$ cat config.mk
export PLATFORM = sky130hd
export DESIGN_NAME = divider_and_reload_timer_flat
export DESIGN_NICKNAME = d
export VERILOG_FILES = /design/src/dart_pkg.sv /design/src/dart_if.sv /design/src/dart_step.sv /design/src/divider_and_reload_timer.sv /design/src/flat_wrapper.sv
export SDC_FILE = /design/constraint.sdc
export NUM_CORES = 1
export LEC_CHECK = 0
export ABC_AREA = 1
export ABC_CLOCK_PERIOD_IN_PS = 3700
export BUFFER_PORTS_ARGS = -buffer_cell sky130_fd_sc_hd__buf_4
export CAP_MARGIN = 10
export CELL_PAD_IN_SITES_DETAIL_PLACEMENT = 2
export CELL_PAD_IN_SITES_GLOBAL_PLACEMENT = 2
export CORE_ASPECT_RATIO = 0.5
export CORE_MARGIN = 4
export CORE_UTILIZATION = 27
export DETAILED_ROUTE_END_ITERATION = 8
export PLACE_DENSITY = 0.68
export SETUP_SLACK_MARGIN = 0.1
export SYNTH_ARGS = -nofsm -noshare
export SYNTH_HDL_FRONTEND = slang
export SYNTH_SLANG_ARGS = --single-unit
$ cat constraint.sdc
create_clock -name clock -period 3.7 [get_ports clock]
set_input_delay 0 -clock clock [delete_from_list [all_inputs] [get_ports clock]]
set_output_delay 0 -clock clock [all_outputs]
set_load 0.05 [all_outputs]
$ cat src/dart_pkg.sv
// Shared widths, register indexes, types and the timer rate table.
package dart_pkg;

   localparam int CyclesWidth  = 8;
   localparam int CountWidth   = 8;
   localparam int SelectWidth  = 2;
   localparam int CsrIdxWidth  = 2;
   localparam int CsrDataWidth = 8;
   localparam int DivPreWidth  = 8;    // divider prescale always stays below 256
   localparam int TmrPreWidth  = 10;   // timer prescale always stays below 1024
   localparam int TmrSumWidth  = TmrPreWidth + 1;

   localparam logic [CountWidth-1:0] CountMax = '1;

   localparam logic [CsrIdxWidth-1:0] CsrTimerEnable = 2'd0;
   localparam logic [CsrIdxWidth-1:0] CsrClockSelect = 2'd1;
   localparam logic [CsrIdxWidth-1:0] CsrReloadValue = 2'd2;

   localparam logic [SelectWidth-1:0] SelRate1024 = 2'd0;
   localparam logic [SelectWidth-1:0] SelRate16   = 2'd1;
   localparam logic [SelectWidth-1:0] SelRate64   = 2'd2;
   localparam logic [SelectWidth-1:0] SelRate256  = 2'd3;

   typedef struct packed {
      logic                   timer_enable;
      logic [SelectWidth-1:0] clock_select;
      logic [CountWidth-1:0]  reload_value;
   } cfg_type;

   typedef struct packed {
      logic [DivPreWidth-1:0] divider_prescale;
      logic [CountWidth-1:0]  divider_count;
      logic [TmrPreWidth-1:0] timer_prescale;
      logic [SelectWidth-1:0] seen_select;
      logic [CountWidth-1:0]  timer_count;
   } state_type;

   typedef struct packed {
      logic [CountWidth-1:0] divider_value;
      logic [CountWidth-1:0] timer_value;
      logic                  overflow_irq;
   } result_type;

   // cycles per timer count for each select code
   function automatic logic [TmrSumWidth-1:0] rate_threshold(
      input logic [SelectWidth-1:0] sel);
      logic [TmrSumWidth-1:0] thr;
      begin
         unique case (sel)
            SelRate1024: thr = 11'd1024;
            SelRate16:   thr = 11'd16;
            SelRate64:   thr = 11'd64;
            SelRate256:  thr = 11'd256;
            default:     thr = 11'd1024;
         endcase
         return thr;
      end
   endfunction

endpackage

$ cat src/dart_if.sv
// Valid/ready channel interfaces: time step input, result output, register writes.
interface dart_req_if;
   logic                               valid;
   logic                               ready;
   logic [dart_pkg::CyclesWidth-1:0]   elapsed_cycles;

   modport source (output valid, output elapsed_cycles, input ready);
   modport sink   (input valid, input elapsed_cycles, output ready);
endinterface

interface dart_rsp_if;
   logic                               valid;
   logic                               ready;
   logic [dart_pkg::CountWidth-1:0]    divider_value;
   logic [dart_pkg::CountWidth-1:0]    timer_value;
   logic                               overflow_irq;

   modport source (output valid, output divider_value, output timer_value,
                   output overflow_irq, input ready);
   modport sink   (input valid, input divider_value, input timer_value,
                   input overflow_irq, output ready);
endinterface

interface dart_csr_if;
   logic                               valid;
   logic                               ready;
   logic [dart_pkg::CsrIdxWidth-1:0]   index;
   logic [dart_pkg::CsrDataWidth-1:0]  data;

   modport source (output valid, output index, output data, input ready);
   modport sink   (input valid, input index, input data, output ready);
endinterface

$ cat src/dart_step.sv
// Next-state logic for one time step: divider and timer update.
module dart_step (
   input  dart_pkg::state_type                cur,
   input  dart_pkg::cfg_type                  cfg,
   input  logic [dart_pkg::CyclesWidth-1:0]   cycles,
   output dart_pkg::state_type                nxt,
   output dart_pkg::result_type               res
);

   logic [dart_pkg::DivPreWidth:0]     div_sum;
   logic [dart_pkg::TmrSumWidth-1:0]   tmr_sum;
   logic                               tmr_hit;
   logic                               irq;

   assign div_sum = {1'b0, cur.divider_prescale} + {1'b0, cycles};
   assign tmr_sum = {1'b0, cur.timer_prescale}
                  + {{(dart_pkg::TmrSumWidth - dart_pkg::CyclesWidth){1'b0}}, cycles};
   assign tmr_hit = tmr_sum >= dart_pkg::rate_threshold(cur.seen_select);

   always_comb begin
      nxt = cur;
      irq = 1'b0;

      // divider: carry out of the 8-bit prescale means 256 reached
      if (div_sum[dart_pkg::DivPreWidth]) begin
         nxt.divider_prescale = '0;
         nxt.divider_count    = cur.divider_count + 1'b1;
      end else begin
         nxt.divider_prescale = div_sum[dart_pkg::DivPreWidth-1:0];
      end

      if (cur.seen_select != cfg.clock_select) begin
         nxt.seen_select    = cfg.clock_select;
         nxt.timer_prescale = '0;
      end else if (cfg.timer_enable) begin
         if (tmr_hit) begin
            nxt.timer_prescale = '0;
            if (cur.timer_count == dart_pkg::CountMax) begin
               nxt.timer_count = cfg.reload_value;
               irq             = 1'b1;
            end else begin
               nxt.timer_count = cur.timer_count + 1'b1;
            end
         end else begin
            // below threshold, so it fits the stored width
            nxt.timer_prescale = tmr_sum[dart_pkg::TmrPreWidth-1:0];
         end
      end
   end

   assign res.divider_value = nxt.divider_count;
   assign res.timer_value   = nxt.timer_count;
   assign res.overflow_irq  = irq;

endmodule

$ cat src/divider_and_reload_timer.sv
// Top level: divider and reload timer with valid/ready channels.
// Each req item is one time step of elapsed_cycles machine cycles. The block
// takes one item per clock while rsp is not stalled: an item is held in an
// input register, the step logic (one 9-bit and one 11-bit add with a threshold
// compare) works on the held item, and the counters and the result register
// update together when the result register is free or being emptied. The result
// register and the input register together let a new item come in while a
// result is still waiting for rsp ready; with rsp stalled, two items are
// held before req ready drops. Registers (timer_enable, clock_select,
// reload_value) are written through csr, which is always ready; a write
// to an index past the list is ignored.
module divider_and_reload_timer (
   input  logic          clock,
   input  logic          reset,
   dart_req_if.sink      req_chan,
   dart_rsp_if.source    rsp_chan,
   dart_csr_if.sink      csr_chan
);

   // register file
   dart_pkg::cfg_type                    cfg_ff;

   // input stage
   logic                                 s1_valid_ff;
   logic [dart_pkg::CyclesWidth-1:0]     s1_cycles_ff;

   // counters
   dart_pkg::state_type                  state_ff;
   dart_pkg::state_type                  state_in;

   // result stage
   logic                                 rsp_valid_ff;
   dart_pkg::result_type                 rsp_ff;
   dart_pkg::result_type                 rsp_in;

   logic                                 s1_advance;
   logic                                 req_take;

   // stage 1 moves on when the result register is free or being emptied
   assign s1_advance = s1_valid_ff && (!rsp_valid_ff || rsp_chan.ready);
   assign req_chan.ready = !s1_valid_ff || s1_advance;
   assign req_take = req_chan.valid && req_chan.ready;

   assign csr_chan.ready = 1'b1;

   always_ff @(posedge clock) begin
      if (reset) begin
         cfg_ff <= '0;
      end else if (csr_chan.valid) begin
         unique case (csr_chan.index)
            dart_pkg::CsrTimerEnable: cfg_ff.timer_enable <= csr_chan.data[0];
            dart_pkg::CsrClockSelect:
               cfg_ff.clock_select <= csr_chan.data[dart_pkg::SelectWidth-1:0];
            dart_pkg::CsrReloadValue:
               cfg_ff.reload_value <= csr_chan.data[dart_pkg::CountWidth-1:0];
            default: ;
         endcase
      end
   end

   always_ff @(posedge clock) begin
      if (reset) begin
         s1_valid_ff <= 1'b0;
      end else if (req_chan.ready) begin
         s1_valid_ff <= req_chan.valid;
      end
   end

   always_ff @(posedge clock) begin
      if (req_take) begin
         s1_cycles_ff <= req_chan.elapsed_cycles;
      end
   end

   dart_step u_step (
      .cur    (state_ff),
      .cfg    (cfg_ff),
      .cycles (s1_cycles_ff),
      .nxt    (state_in),
      .res    (rsp_in)
   );

   // counter state commits only when the step's result is registered
   always_ff @(posedge clock) begin
      if (reset) begin
         state_ff <= '0;
      end else if (s1_advance) begin
         state_ff <= state_in;
      end
   end

   always_ff @(posedge clock) begin
      if (reset) begin
         rsp_valid_ff <= 1'b0;
      end else if (s1_advance) begin
         rsp_valid_ff <= 1'b1;
      end else if (rsp_chan.ready) begin
         rsp_valid_ff <= 1'b0;
      end
   end

   always_ff @(posedge clock) begin
      if (s1_advance) begin
         rsp_ff <= rsp_in;
      end
   end

   assign rsp_chan.valid         = rsp_valid_ff;
   assign rsp_chan.divider_value = rsp_ff.divider_value;
   assign rsp_chan.timer_value   = rsp_ff.timer_value;
   assign rsp_chan.overflow_irq  = rsp_ff.overflow_irq;

endmodule

$ cat src/flat_wrapper.sv
// flat-port wrapper written by rule: the top's interface ports become plain ports
module divider_and_reload_timer_flat 
  (clock, reset, req_chan_valid, req_chan_elapsed_cycles, req_chan_ready, rsp_chan_valid, rsp_chan_divider_value, rsp_chan_timer_value, rsp_chan_overflow_irq, rsp_chan_ready, csr_chan_valid, csr_chan_index, csr_chan_data, csr_chan_ready);
  dart_req_if req_chan_i ();
  dart_rsp_if rsp_chan_i ();
  dart_csr_if csr_chan_i ();
  input  logic clock;
  input  logic reset;
  input wire logic [$bits(req_chan_i.valid)-1:0] req_chan_valid;
  input wire logic [$bits(req_chan_i.elapsed_cycles)-1:0] req_chan_elapsed_cycles;
  output wire logic [$bits(req_chan_i.ready)-1:0] req_chan_ready;
  output wire logic [$bits(rsp_chan_i.valid)-1:0] rsp_chan_valid;
  output wire logic [$bits(rsp_chan_i.divider_value)-1:0] rsp_chan_divider_value;
  output wire logic [$bits(rsp_chan_i.timer_value)-1:0] rsp_chan_timer_value;
  output wire logic [$bits(rsp_chan_i.overflow_irq)-1:0] rsp_chan_overflow_irq;
  input wire logic [$bits(rsp_chan_i.ready)-1:0] rsp_chan_ready;
  input wire logic [$bits(csr_chan_i.valid)-1:0] csr_chan_valid;
  input wire logic [$bits(csr_chan_i.index)-1:0] csr_chan_index;
  input wire logic [$bits(csr_chan_i.data)-1:0] csr_chan_data;
  output wire logic [$bits(csr_chan_i.ready)-1:0] csr_chan_ready;
  assign req_chan_i.valid = req_chan_valid;
  assign req_chan_i.elapsed_cycles = req_chan_elapsed_cycles;
  assign req_chan_ready = req_chan_i.ready;
  assign rsp_chan_valid = rsp_chan_i.valid;
  assign rsp_chan_divider_value = rsp_chan_i.divider_value;
  assign rsp_chan_timer_value = rsp_chan_i.timer_value;
  assign rsp_chan_overflow_irq = rsp_chan_i.overflow_irq;
  assign rsp_chan_i.ready = rsp_chan_ready;
  assign csr_chan_i.valid = csr_chan_valid;
  assign csr_chan_i.index = csr_chan_index;
  assign csr_chan_i.data = csr_chan_data;
  assign csr_chan_ready = csr_chan_i.ready;
  divider_and_reload_timer u_core (.clock(clock), .reset(reset), .req_chan(req_chan_i), .rsp_chan(rsp_chan_i), .csr_chan(csr_chan_i));
endmodule
==> summary.md <==
| Metric | Value |
|---|---|
| Outcome | `finished, final reports clean` |
| Power Density | `417 nW/um^2` |
| Clk_lat worst skew | `340 ps` |
| Area share of the largest cell type after synthesis | `24.3%` |
| Final core utilization | `35.7%` |
| # diodes | `0` |
| Filler Cell Count | `1702` |
| Die area | `17100 um^2` |
| Synthesized area | `4030 um^2` |
| DRC Markers | `0` |
| Synth area leaders | `dfxtp_1, edfxtp_1, nand2_1, inv_1, ha_1` |
| Distinct cells, synth | `39` |
| CTS clock-pin slew for the worst setup and hold paths | `60 ps` |
| Max Cap Viol | `0` |
| Row cnt | `31` |
| Tot Pwr | `0.00217 W` |
| Most Crowded Layer GR | `met2` |
| Via/cell ratio | `4.63` |
| Total Wirelength | `12.2 mm` |
| Max Buffers Root-to-Sink | `2` |
| Vias in the first global route | `3960` |
| Max-slew headroom | `56.2%` |
| 1st-iter DRT viols | `127` |
| Final setup TNS | `0 ps` |
| Wire length of the first global-routing pass | `19.9 mm` |
| HPWL Detailed | `8.93 mm` |
| Pin count of the biggest net entering global routing | `41` |
| CP Max Fanout | `7` |
| Sequential area share after synthesis | `43.0%` |
| Max Clock Skew | `6.06 ps` |
| Starting Density | `27.7%` |
| CP endpoint kind | `register` |
| Total gr overflow | `0` |
| Leakage | `2.35 nW` |
| Unrepaired setup endpoints after global routing | `true` |
| Die X | `181 um` |
| Final Cell Area | `5200 um^2` |
| VDD IR max | `0.000194 V` |
| Max Fclk | `0.291 GHz` |
| CTS tree | `built` |
| Placed inst area | `4560 um^2` |
| GPL Wtd Cong | `0.777` |
| Slowest cell on crit path | `edfxtp_1` |
| Async set or reset register ratio after synthesis | `0%` |
| Setup violations, final | `0` |
| Max stage delay on crit path | `440 ps` |
| Top Ports | `43` |
| Delay-heaviest family, CP | `simple AND/OR/NAND/NOR gates` |
| Slew Viols, Final | `0` |
| Post-synth EDFFs | `25` |
| Post-place setup slack | `194 ps` |
| Critical Path, Cell by Cell | `ha_4 > fa_2 > a21oi_2 > o21bai_2 > nand2_1 > a21oi_1 > nor2_1 > xor2_1 > inv_1 > ha_1 > inv_1 > nor2_1 > nand4_1 > nor2_1 > nand3_1 > nor2_2 > nor2_2 > nand3_4 > buf_6 > nor2_4 > nand2_1 > a21oi_1` |
| Syn Nets | `571` |
| GRT Overall Usage | `14.6%` |
| Met2 usage | `27.0%` |
| Met1 Track Usage GR | `17.7%` |
| Worst EP arrival | `3700 ps` |
| Die Y | `94.4 um` |
| Clock Root Buffer | `clkbuf_16` |
| Clk sinks | `74` |
| Instance count of the mapped netlist | `524` |
| Initial antenna violation count | `0` |
| Most used cell, CP | `nor2_1` |
| PortBufs | `41` |
| Final Hold Viols | `0` |
| Seq cells post-synth | `74` |
| Fin crit period | `3430 ps` |
| Ys flop type | `dfxtp_1` |
| Layout cells sized above 1 | `16.3%` |
| H-tree depth | `3` |
| Fin crit share | `92.8%` |
| Core area | `14500 um^2` |
| Yosys warnings | `0` |
| Area Growth Syn to Fin | `29.0%` |
| Slew @ Worst Pin | `652 ps` |
| Crit path required time | `3970 ps` |
| Worst Slack Setup Final | `267 ps` |
| Critical path class | `reg -> reg` |
| Setup crit start kind | `register` |
| Critical path buffers and inverters | `3` |
| TritonCTS buffer count | `9` |
| Post-route ant nets | `0` |
| Met3 Use GR | `2.85%` |
| DR pass1 iterations | `4` |
| DR vias | `3704` |
| Nets@finish | `645` |
| Largest area contributor in the netlist | `dfxtp_1` |
| Type of the most critical hold path | `in -> reg` |
| Syn Area/Cell | `7.69 um^2` |
| WL per Instance | `15.3 um` |
==> sequential cells by signal (all words and copies together) (netlist names) <==
signal and cells:
u_core.s1_cycles_ff 8, u_core.rsp_chan.timer_value 8, u_core.rsp_chan.overflow_irq 1, u_core.rsp_chan.valid 1, u_core.s1_valid_ff 1, u_core.cfg_ff 11, u_core.state_ff 36, u_core.rsp_chan.divider_value 8
==> routing by layer <==
metal  wire length [um]  share of wire [%]
met1               5700                 47
met2               6170                 50
met3                267                2.2
met4                109               0.89
met5                  0                  0
==> power breakdown <==
group          total, W  switching [W]  internal, W
clock network  0.000899       0.000338     0.000561
logic          0.000345       0.000214     0.000131
registers      0.000921      0.0000318     0.000889
total           0.00217       0.000584      0.00158
==> synthesized netlist by cell type (2+ instances only) <==
| cell | number |
|---|---|
| nand2_1 | 128 |
| inv_1 | 75 |
| dfxtp_1 | 49 |
| a21oi_1 | 47 |
| nor2_1 | 42 |
| nand3_1 | 31 |
| o21ai_0 | 29 |
| edfxtp_1 | 25 |
| ha_1 | 22 |
| xor2_1 | 14 |
| nor3_1 | 10 |
| clkbuf_1 | 6 |
| nand4_1 | 6 |
| nor2_2 | 5 |
| or2_2 | 4 |
| a211oi_1 | 2 |
| buf_2 | 2 |
| buf_4 | 2 |
| fa_1 | 2 |
| nand2_2 | 2 |
| nand3_2 | 2 |
| xnor2_1 | 2 |
==> cell usage in the layout (no fill, tap or decap), drive strengths merged, types with 4 or more instances in the layout <==
cell type	count
inv	76
xor2	14
nand2	131
nand3	34
buf	53
or2	4
edfxtp	25
o21ai	30
dfxtp	49
dlygate4sd3	20
clkbuf	13
nor3	10
a21oi	48
ha	22
nor2	49
nand4	6
==> stage by stage <==
stage	hold WS, ps	cells
6_report	24.3	800
2_1_floorplan	98.9	524
3_5_place_dp	181	756
5_1_grt	43.8	800
4_1_cts	16.2	791
3_3_place_gp	179	756
==> tightest hold or removal path: stages <==
cell	delay, ps
buf_4	90
a31oi_1	70
nor3_1	150
==> layout make-up <==
class	count	area [um^2]	area share, %
repair buffers	73	602	11.6
flip-flops and latches	74	1730	33.3
multi-input cells	365	2040	39.2
clock inverters	2	36.3	0.698
clock buffers	13	262	5.03
inverters	75	282	5.42
well taps	198	248	4.77
==> final timing paths <==
kind                           from                  end  depth (start not counted)  slack (ps)
min                  csr_chan_valid    u_core.cfg_ff[10]                          3          20
min reg2reg        u_core.cfg_ff[4]     u_core.cfg_ff[4]                          2         470
max          u_core.s1_cycles_ff[0]  u_core.state_ff[11]                         22         270
max reg2reg  u_core.s1_cycles_ff[0]  u_core.state_ff[11]                         22         270
==> logic make-up (layout without fill, tap and decap cells) <==
| group | after synthesis | in the layout | share of synthesized area, % |
|---|---|---|---|
| compound gates | 88 | 88 | 11.7 |
| xor+xnor | 16 | 16 | 3.48 |
| fa+ha+maj | 24 | 24 | 7.83 |
| buf+inv | 86 | 163 | 8.26 |
| flops | 74 | 74 | 43.0 |
| other cells | 1 | 1 | 0.0931 |
| simple gates | 235 | 236 | 25.6 |
==> what timing repair did <==
action / CTS / global route
resized for setup: 1 / 17
buffers inserted: 0 / 8
hold endpoints to repair: 21 / 0
setup endpoints to repair: 2 / 27
hold buffers: 20 / 0
gates cloned: 0 / 1
pin swaps: 0 / 10
Note: power is estimated with default switching activity, not from simulation.
